==> src/hw/rtl/imdc_pkg.sv <==
`default_nettype none

package imdc_pkg;

    localparam int IMDC_SAMPLE_COUNT = 8;

    localparam int ADC_W  = 10;
    localparam int DIST_W = 8;
    localparam int MV_W   = 12;

    // shared multiplier operand and product widths
    localparam int MUL_A_W = 21;
    localparam int MUL_B_W = 14;
    localparam int PROD_W  = MUL_A_W + MUL_B_W;

    localparam int SLOPE_W = 11;
    localparam int NUM_W   = 21;

    localparam logic [MUL_B_W-1:0] MV_SCALE = MUL_B_W'(3300);
    localparam int                 MV_SHIFT = 10;

    // num / 10000 as (num * 1677) >> 24, low by at most one
    localparam logic [MUL_B_W-1:0] RECIP_K     = MUL_B_W'(1677);
    localparam int                 RECIP_SHIFT = 24;
    localparam logic [MUL_B_W-1:0] DIVISOR     = MUL_B_W'(10000);

    localparam logic [MV_W-1:0] BRK_5 = MV_W'(2990);
    localparam logic [MV_W-1:0] BRK_4 = MV_W'(2300);
    localparam logic [MV_W-1:0] BRK_3 = MV_W'(1300);
    localparam logic [MV_W-1:0] BRK_2 = MV_W'(750);
    localparam logic [MV_W-1:0] BRK_1 = MV_W'(510);

    localparam logic [DIST_W-1:0] DIST_MAX = DIST_W'(160);
    localparam logic [MV_W-1:0]   MV_MAX   = MV_W'(3296);

    typedef struct packed {
        logic [SLOPE_W-1:0] slope;
        logic [NUM_W-1:0]   base;
    } imdc_seg_t;

    typedef struct packed {
        logic start;
        logic ack;
    } imdc_conv_ctl_t;

    typedef enum logic [2:0] {
        ST_IDLE,
        ST_CMP,
        ST_WRITE,
        ST_MED,
        ST_MED_WAIT,
        ST_CONV
    } imdc_state_t;

    typedef enum logic [2:0] {
        C_IDLE,
        C_MV,
        C_SLOPE,
        C_NUM,
        C_RECIP,
        C_QUO,
        C_FIX,
        C_DONE
    } imdc_cstate_t;

    // segment of the distance curve, numerator is base - slope * mv
    function automatic imdc_seg_t imdc_segment(input logic [MV_W-1:0] mv);
        imdc_seg_t seg;
        if (mv > BRK_5) begin
            seg.slope = SLOPE_W'(63);
            seg.base  = NUM_W'(256880);
        end
        else if (mv > BRK_4) begin
            seg.slope = SLOPE_W'(44);
            seg.base  = NUM_W'(202220);
        end
        else if (mv > BRK_3) begin
            seg.slope = SLOPE_W'(143);
            seg.base  = NUM_W'(385710);
        end
        else if (mv > BRK_2) begin
            seg.slope = SLOPE_W'(441);
            seg.base  = NUM_W'(730880);
        end
        else if (mv > BRK_1) begin
            seg.slope = SLOPE_W'(1111);
            seg.base  = NUM_W'(1166700);
        end
        else begin
            seg.slope = SLOPE_W'(2000);
            seg.base  = NUM_W'(1600000);
        end
        return seg;
    endfunction

endpackage

`default_nettype wire

==> src/hw/rtl/imdc_ram.sv <==
`default_nettype none

module imdc_ram #(
    parameter int WIDTH = 10,
    parameter int DEPTH = 8,
    parameter int ADDR_W = (DEPTH > 1) ? $clog2(DEPTH) : 1
) (
    input  wire logic              clk,
    input  wire logic              we,
    input  wire logic [ADDR_W-1:0] waddr,
    input  wire logic [WIDTH-1:0]  wdata,
    input  wire logic [ADDR_W-1:0] raddr,
    output logic      [WIDTH-1:0]  rdata
);

    logic [WIDTH-1:0] mem_reg [DEPTH];
    logic [WIDTH-1:0] rdata_reg;

    always_ff @(posedge clk)
    begin
        if (we)
        begin
            mem_reg[waddr] <= wdata;
        end
        rdata_reg <= mem_reg[raddr];
    end

    assign rdata = rdata_reg;

endmodule

`default_nettype wire

==> src/hw/rtl/imdc_conv.sv <==
`default_nettype none

module imdc_conv
    import imdc_pkg::*;
(
    input  wire logic                  clk,
    input  wire logic                  rst_n,
    input  wire imdc_conv_ctl_t        ctl,
    input  wire logic [ADC_W-1:0]      median,
    output logic                       done,
    output logic      [DIST_W-1:0]     distance_cm,
    output logic      [MV_W-1:0]       median_mv
);

    imdc_cstate_t state_reg, state_next;

    logic [MUL_A_W-1:0] mul_a;
    logic [MUL_B_W-1:0] mul_b;
    logic [PROD_W-1:0]  prod_reg;

    logic [MV_W-1:0]   mv_reg, mv_next;
    logic [NUM_W-1:0]  base_reg, base_next;
    logic [NUM_W-1:0]  num_reg, num_next;
    logic [DIST_W-1:0] q0_reg, q0_next;
    logic [DIST_W-1:0] dist_reg, dist_next;

    imdc_seg_t         seg;
    logic [NUM_W-1:0]  rem;
    logic [DIST_W-1:0] quo;

    assign seg = imdc_segment(mv_reg);
    assign rem = num_reg - prod_reg[NUM_W-1:0];
    assign quo = prod_reg[RECIP_SHIFT+DIST_W-1:RECIP_SHIFT];

    always_ff @(posedge clk or negedge rst_n)
    begin
        if (!rst_n)
        begin
            state_reg <= C_IDLE;
        end
        else
        begin
            state_reg <= state_next;
        end
    end

    // shared multiplier and datapath registers
    always_ff @(posedge clk)
    begin
        prod_reg <= PROD_W'(mul_a) * PROD_W'(mul_b);
        mv_reg   <= mv_next;
        base_reg <= base_next;
        num_reg  <= num_next;
        q0_reg   <= q0_next;
        dist_reg <= dist_next;
    end

    always_comb
    begin
        state_next = state_reg;
        mul_a      = MUL_A_W'(mv_reg);
        mul_b      = MV_SCALE;
        mv_next    = mv_reg;
        base_next  = base_reg;
        num_next   = num_reg;
        q0_next    = q0_reg;
        dist_next  = dist_reg;
        done       = 1'b0;
        case (state_reg)
            C_IDLE:
            begin
                mul_a = MUL_A_W'(median);
                mul_b = MV_SCALE;
                if (ctl.start)
                begin
                    state_next = C_MV;
                end
            end
            C_MV:
            begin
                mv_next    = prod_reg[MV_SHIFT+MV_W-1:MV_SHIFT];
                state_next = C_SLOPE;
            end
            C_SLOPE:
            begin
                mul_a      = MUL_A_W'(mv_reg);
                mul_b      = MUL_B_W'(seg.slope);
                base_next  = seg.base;
                state_next = C_NUM;
            end
            C_NUM:
            begin
                num_next   = base_reg - prod_reg[NUM_W-1:0];
                state_next = C_RECIP;
            end
            C_RECIP:
            begin
                mul_a      = num_reg;
                mul_b      = RECIP_K;
                state_next = C_QUO;
            end
            C_QUO:
            begin
                q0_next    = quo;
                mul_a      = MUL_A_W'(quo);
                mul_b      = DIVISOR;
                state_next = C_FIX;
            end
            C_FIX:
            begin
                // estimate is at most one low
                if (rem >= NUM_W'(DIVISOR))
                begin
                    dist_next = q0_reg + DIST_W'(1);
                end
                else
                begin
                    dist_next = q0_reg;
                end
                state_next = C_DONE;
            end
            C_DONE:
            begin
                done = 1'b1;
                if (ctl.ack)
                begin
                    state_next = C_IDLE;
                end
            end
            default:
            begin
                state_next = C_IDLE;
            end
        endcase
    end

    assign distance_cm = dist_reg;
    assign median_mv   = mv_reg;

    a_dist_range: assert property (@(posedge clk) disable iff (!rst_n)
        done |-> (dist_reg <= DIST_MAX))
        else $error("distance out of range");

    a_mv_range: assert property (@(posedge clk) disable iff (!rst_n)
        done |-> (mv_reg <= MV_MAX))
        else $error("millivolts out of range");

    a_ack_when_done: assert property (@(posedge clk) disable iff (!rst_n)
        ctl.ack |-> done)
        else $error("ack without result");

endmodule

`default_nettype wire

==> src/hw/rtl/ir_median_distance_converter.sv <==
`default_nettype none

// channel   dir  handshake            payload
// in        in   in_valid / in_stall  adc_sample[9:0]
// out       out  out_valid / out_stall distance_cm[7:0], median_mv[11:0]
//
// a beat is accepted, then each stored sample that moves up in the sorted ram takes
// a compare step (one ram port pair, one compare per cycle); a frame-closing beat adds
// the median read and the shared multiplier sequence
// in_stall is high from acceptance until the insert (and conversion) is done
// the result sits in an output register, so the next frame fills while it waits;
// a frame-closing beat holds in_stall high while that register is still stalled
// reset clears the sample count and both sequencers; the ram needs no clearing

module ir_median_distance_converter
    import imdc_pkg::*;
#(
    parameter int SAMPLE_COUNT = IMDC_SAMPLE_COUNT
) (
    input  wire logic              clk,
    input  wire logic              rst_n,
    input  wire logic              in_valid,
    output logic                   in_stall,
    input  wire logic [ADC_W-1:0]  adc_sample,
    output logic                   out_valid,
    input  wire logic              out_stall,
    output logic      [DIST_W-1:0] distance_cm,
    output logic      [MV_W-1:0]   median_mv
);

    localparam int ADDR_W = (SAMPLE_COUNT > 1) ? $clog2(SAMPLE_COUNT) : 1;
    localparam int CNT_W  = $clog2(SAMPLE_COUNT + 1);
    localparam logic [ADDR_W-1:0] MED_IDX  = ADDR_W'(SAMPLE_COUNT / 2);
    localparam logic [CNT_W-1:0]  CNT_FULL = CNT_W'(SAMPLE_COUNT);

    imdc_state_t state_reg, state_next;

    logic [CNT_W-1:0]  cnt_reg, cnt_next;
    logic [ADDR_W-1:0] pos_reg, pos_next;
    logic [ADC_W-1:0]  v_reg, v_next;
    logic              out_valid_reg, out_valid_next;
    logic [DIST_W-1:0] dist_reg, dist_next;
    logic [MV_W-1:0]   mv_reg, mv_next;

    logic              ram_we;
    logic [ADDR_W-1:0] ram_waddr;
    logic [ADC_W-1:0]  ram_wdata;
    logic [ADDR_W-1:0] ram_raddr;
    logic [ADC_W-1:0]  ram_rdata;

    logic [CNT_W-1:0]  cnt_m1;
    logic [CNT_W-1:0]  cnt_inc;
    logic [ADDR_W-1:0] pos_m1;
    logic [ADDR_W-1:0] pos_m2;

    imdc_conv_ctl_t    conv_ctl;
    logic              conv_done;
    logic [DIST_W-1:0] conv_dist;
    logic [MV_W-1:0]   conv_mv;

    assign cnt_m1  = cnt_reg - CNT_W'(1);
    assign cnt_inc = cnt_reg + CNT_W'(1);
    assign pos_m1  = pos_reg - ADDR_W'(1);
    assign pos_m2  = pos_m1 - ADDR_W'(1);

    imdc_ram #(
        .WIDTH (ADC_W),
        .DEPTH (SAMPLE_COUNT)
    ) u_store (
        .clk   (clk),
        .we    (ram_we),
        .waddr (ram_waddr),
        .wdata (ram_wdata),
        .raddr (ram_raddr),
        .rdata (ram_rdata)
    );

    imdc_conv u_conv (
        .clk         (clk),
        .rst_n       (rst_n),
        .ctl         (conv_ctl),
        .median      (ram_rdata),
        .done        (conv_done),
        .distance_cm (conv_dist),
        .median_mv   (conv_mv)
    );

    always_ff @(posedge clk or negedge rst_n)
    begin
        if (!rst_n)
        begin
            state_reg     <= ST_IDLE;
            cnt_reg       <= '0;
            out_valid_reg <= 1'b0;
        end
        else
        begin
            state_reg     <= state_next;
            cnt_reg       <= cnt_next;
            out_valid_reg <= out_valid_next;
        end
    end

    always_ff @(posedge clk)
    begin
        pos_reg  <= pos_next;
        v_reg    <= v_next;
        dist_reg <= dist_next;
        mv_reg   <= mv_next;
    end

    always_comb
    begin
        state_next     = state_reg;
        cnt_next       = cnt_reg;
        pos_next       = pos_reg;
        v_next         = v_reg;
        dist_next      = dist_reg;
        mv_next        = mv_reg;
        out_valid_next = out_valid_reg;
        ram_we         = 1'b0;
        ram_waddr      = pos_reg;
        ram_wdata      = v_reg;
        ram_raddr      = cnt_m1[ADDR_W-1:0];
        conv_ctl.start = 1'b0;
        conv_ctl.ack   = 1'b0;
        in_stall       = 1'b1;

        if (out_valid_reg && !out_stall)
        begin
            out_valid_next = 1'b0;
        end

        case (state_reg)
            ST_IDLE:
            begin
                in_stall = 1'b0;
                if (in_valid)
                begin
                    v_next   = adc_sample;
                    pos_next = cnt_reg[ADDR_W-1:0];
                    if (cnt_reg == '0)
                    begin
                        state_next = ST_WRITE;
                    end
                    else
                    begin
                        state_next = ST_CMP;
                    end
                end
            end
            ST_CMP:
            begin
                ram_we = 1'b1;
                if (ram_rdata > v_reg)
                begin
                    // shift the larger entry up one slot
                    ram_wdata = ram_rdata;
                    pos_next  = pos_m1;
                    ram_raddr = pos_m2;
                    if (pos_m1 == '0)
                    begin
                        state_next = ST_WRITE;
                    end
                end
                else
                begin
                    if (cnt_inc == CNT_FULL)
                    begin
                        cnt_next   = '0;
                        state_next = ST_MED;
                    end
                    else
                    begin
                        cnt_next   = cnt_inc;
                        state_next = ST_IDLE;
                    end
                end
            end
            ST_WRITE:
            begin
                ram_we = 1'b1;
                if (cnt_inc == CNT_FULL)
                begin
                    cnt_next   = '0;
                    state_next = ST_MED;
                end
                else
                begin
                    cnt_next   = cnt_inc;
                    state_next = ST_IDLE;
                end
            end
            ST_MED:
            begin
                ram_raddr  = MED_IDX;
                state_next = ST_MED_WAIT;
            end
            ST_MED_WAIT:
            begin
                conv_ctl.start = 1'b1;
                state_next     = ST_CONV;
            end
            ST_CONV:
            begin
                if (conv_done && (!out_valid_reg || !out_stall))
                begin
                    conv_ctl.ack   = 1'b1;
                    dist_next      = conv_dist;
                    mv_next        = conv_mv;
                    out_valid_next = 1'b1;
                    state_next     = ST_IDLE;
                end
            end
            default:
            begin
                state_next = ST_IDLE;
            end
        endcase
    end

    assign out_valid   = out_valid_reg;
    assign distance_cm = dist_reg;
    assign median_mv   = mv_reg;

    a_cnt_below_frame: assert property (@(posedge clk) disable iff (!rst_n)
        cnt_reg < CNT_FULL)
        else $error("sample count reached frame size");

    a_pos_in_frame: assert property (@(posedge clk) disable iff (!rst_n)
        (state_reg == ST_CMP) |-> (CNT_W'(pos_reg) <= cnt_reg))
        else $error("insert position beyond frame");

    a_out_from_conv: assert property (@(posedge clk) disable iff (!rst_n)
        $rose(out_valid_reg) |-> $past(state_reg == ST_CONV))
        else $error("result without conversion");

    a_conv_done_waits: assert property (@(posedge clk) disable iff (!rst_n)
        conv_done |-> (state_reg == ST_CONV))
        else $error("conversion finished outside wait state");

endmodule

`default_nettype wire
==> config.mk <==
export PLATFORM = sky130hd
export DESIGN_NAME = ir_median_distance_converter
export DESIGN_NICKNAME = d
export VERILOG_FILES = /design/src/hw/rtl/imdc_pkg.sv /design/src/hw/rtl/imdc_ram.sv /design/src/hw/rtl/imdc_conv.sv /design/src/hw/rtl/ir_median_distance_converter.sv
export SDC_FILE = /design/constraint.sdc
export NUM_CORES = 1
export LEC_CHECK = 0
export BUFFER_PORTS_ARGS = -buffer_cell sky130_fd_sc_hd__buf_4
export CAP_MARGIN = 20
export CORE_MARGIN = 4
export CORE_UTILIZATION = 59
export DETAILED_ROUTE_END_ITERATION = 12
export GPL_ROUTABILITY_DRIVEN = 1
export HOLD_SLACK_MARGIN = 0.02
export PLACE_DENSITY_LB_ADDON = 0.1
export SLEW_MARGIN = 30
export SYNTH_ARGS = -nofsm -noshare
export SYNTH_HDL_FRONTEND = slang
export SYNTH_SLANG_ARGS = --single-unit
==> constraint.sdc <==
create_clock -name clk -period 8.6 [get_ports clk]
set_input_delay 0.86 -clock clk [delete_from_list [all_inputs] [get_ports clk]]
set_output_delay 0.86 -clock clk [all_outputs]
set_load 0.01 [all_outputs]
==> results.md <==
- Status: finished, final reports clean
- DRC violations left: 0
- Most common cell in the netlist: inv_1
- Initial DRT Pass Iterations: 5
- Setup violators final: 0
- Slew @ Worst Pin: 0.9600 ns
- GPL Wtd Cong: 0.9336
- Netlist Area Pre-Place: 19330 um2
- Area Overhead vs Synth: 9.996%
- Crit-path leading delay family: compound AO/OA/AOI/OAI gates
- Routed via count: 13.56k
- Worst-Skew Late Latency: 0.53 ns
- Min Tclk post-route: 8.121 ns
- Routed WL: 48.81 mm
- Max Cap Viol: 0
- Setup Buffers After CTS: 0
- I/O Pins: 36
- Port Buffer Count: 35
- Crit end category: register
- Die Y: 189.0 um
- Max Root-Sink Buffers: 3
- Post-CTS Resized: 0
- Post-Syn Instances: 1836
- H-tree Lvls: 1
- Max Clk Rate: 0.1231 GHz
- Core area: 32450 um2
- Post-synth EDFFs: 179
- Area leader, netlist: edfxtp_1
- DRT iter0 DRCs: 1159
- GR Util All Layers: 0.2784
- Reg2Reg Depth: 29
- CP arrival: 8.57 ns
- Crit path top cell by count: fa_1
- Final core occ: 0.6550
- Crit-path max FO: 7
- Vias in the first global route: 13.93k
- Max-slew violations: 0
- Rel. slew slack: 0.3560
- Ys flop type: edfxtp_1
- Top post-synthesis cells by area: edfxtp_1 (28%), fa_1 (21%), ha_1 (10%), inv_1 (6.7%), dfxtp_1 (4.1%)
- CTS Buf Count: 23
- Part of the cycle the worst path needs: 0.9444
- Worst R2R End: u_conv.prod_reg[30]
- Share of cells above drive strength 1: 0.08969
- Netlist cell types: 73
- Avg Vias per Cell: 5.693
- RSZ-0062 raised after global routing: no
- Buffers & Inverters on Critical Path: 4
- Die area: 35720 um2
- First-pass GRT wire length: 77.23 mm
- FILL cells: 2584
- Die W: 189.0 um
- Critical path class: register to register
- R2R Path Start: u_conv.median_mv[0]
- Critical path's slowest cell: o21ai_0
- Total Neg Setup Slack: 0 ns
- Grt total ovfl: 0
- Top cells by count, synth: inv_1 (346), fa_1 (205), edfxtp_1 (179)
- Yosys synthesis warning count: 0
- Clock root cell: clkbuf_16
- Reg2reg setup slack: 0.48 ns
- Sequential share of the synthesized area: 0.3338
- Synth top area share: 0.2781
- Crit path launch type: register
- Biggest cell delay along the critical path: 0.71 ns
- Avg Cell Area, Syn: 10.53 um2
- Initial antenna violation count: 2
- Skew final: 0.01481 ns
- Row cnt: 66
- CTS tree: yes
- CTS Sinks: 230
- Async S/R FF share, synth: 0.04783
- Crit path from: u_conv.median_mv[0]
- Starting density of the core: 0.5955
- Final Hold Viols: 0
- DRT antenna net count: 0
- DPL Wire Length: 38.76 mm
- Max FFs per register: 80
- Hold Crit Class: primary input to asynchronous set/reset pin
- Reg clk slew, reported paths: 0.07 ns
- Nets: 2302
- ANT cells: 0
- Largest net degree at the start of global routing: 32
- Post-synthesis register bit count: 230
- Worst EP required: 9.05 ns
- WL/cell: 20.49 um
- Hold-fix buffer count after cts: 0
[layout by cell type (no fill, tap or decap), drive strengths merged, types with 5 or more instances in the layout]
cell and instances:
inv 350, fa 205, edfxtp 179, ha 160
nand2 147, nor2 145, buf 76, mux2i 64
a21oi 49, xnor2 47, o21ai 47, dfxtp 40
conb 35, clkbuf 29, mux2 28, and3 26
nor2b 24, a21o 23, nor3 23, nand3 19
nand2b 18, xor2 18, o21a 17, a211oi 12
dfrtp 11, o211ai 9, a221oi 9, nand4 8
and2 8, o2111ai 8, a2111oi 8, clkinv 8
or3 7, or2 6, a21boi 5, o21bai 5
[kinds of logic (layout without fill, tap and decap cells)]
| family | Yosys count | count (layout) | share of synthesized area |
|---|---|---|---|
| fa+ha+maj | 365 | 365 | 0.3159 |
| simple gates | 441 | 441 | 0.1029 |
| flops | 230 | 230 | 0.3338 |
| xor+xnor | 65 | 65 | 0.02946 |
| buf+inv | 393 | 464 | 0.07646 |
| compound gates | 248 | 248 | 0.09135 |
| mux | 92 | 92 | 0.04966 |
| other cells | 2 | 35 | 0.0003886 |
[metrics by stage]
stage / worst slack [ns] / instances / hold slack, ns / cell area [um2]
global placement: 0.4316 / 2339 / 0.3866 / 20410
floorplan: 0.4898 / 1869 / 0.3855 / 19450
detailed placement: 0.2989 / 2340 / 0.4045 / 20450
finish: 0.4786 / 2382 / 0.1640 / 21260
global route: 0.004902 / 2382 / 0.1740 / 21260
CTS: 0.2094 / 2382 / 0.1703 / 21220
[cell type report]
type                    count  area (um2)  area share
clock inverters            13       116.4    0.005474
flip-flops and latches    230        6451      0.3035
inverters                 346        1299     0.06109
well taps                 442       553.0     0.02602
clock buffers              29       649.4     0.03055
repair buffers             76       583.1     0.02743
multi-input cells        1246       11610      0.5460
[worst max-delay path by stage]
stage,depth (start not counted),slack (ns),to
final,29,0.48,u_conv.prod_reg[30]
after global routing,32,0.005,u_conv.prod_reg[30]
after CTS,32,0.21,u_conv.prod_reg[30]
after detailed placement,32,0.30,u_conv.prod_reg[30]
after global placement,32,0.43,u_conv.prod_reg[30]
after floorplan,32,0.49,u_conv.prod_reg[30]
[metal layers]
| metal | global-route usage | vias to the layer above | wire, um |
|---|---|---|---|
| li1 | - | 6267 | - |
| met1 | 0.4021 | 6702 | 21160 |
| met2 | 0.4262 | 483 | 21730 |
| met3 | 0.05844 | 107 | 3994 |
| met4 | 0.09081 | 2 | 1908 |
| met5 | 0 | - | 13 |
Power is left out: the tool's default activity adds up to more than one toggle a clock period on the data nets, which glitch-free logic cannot reach.
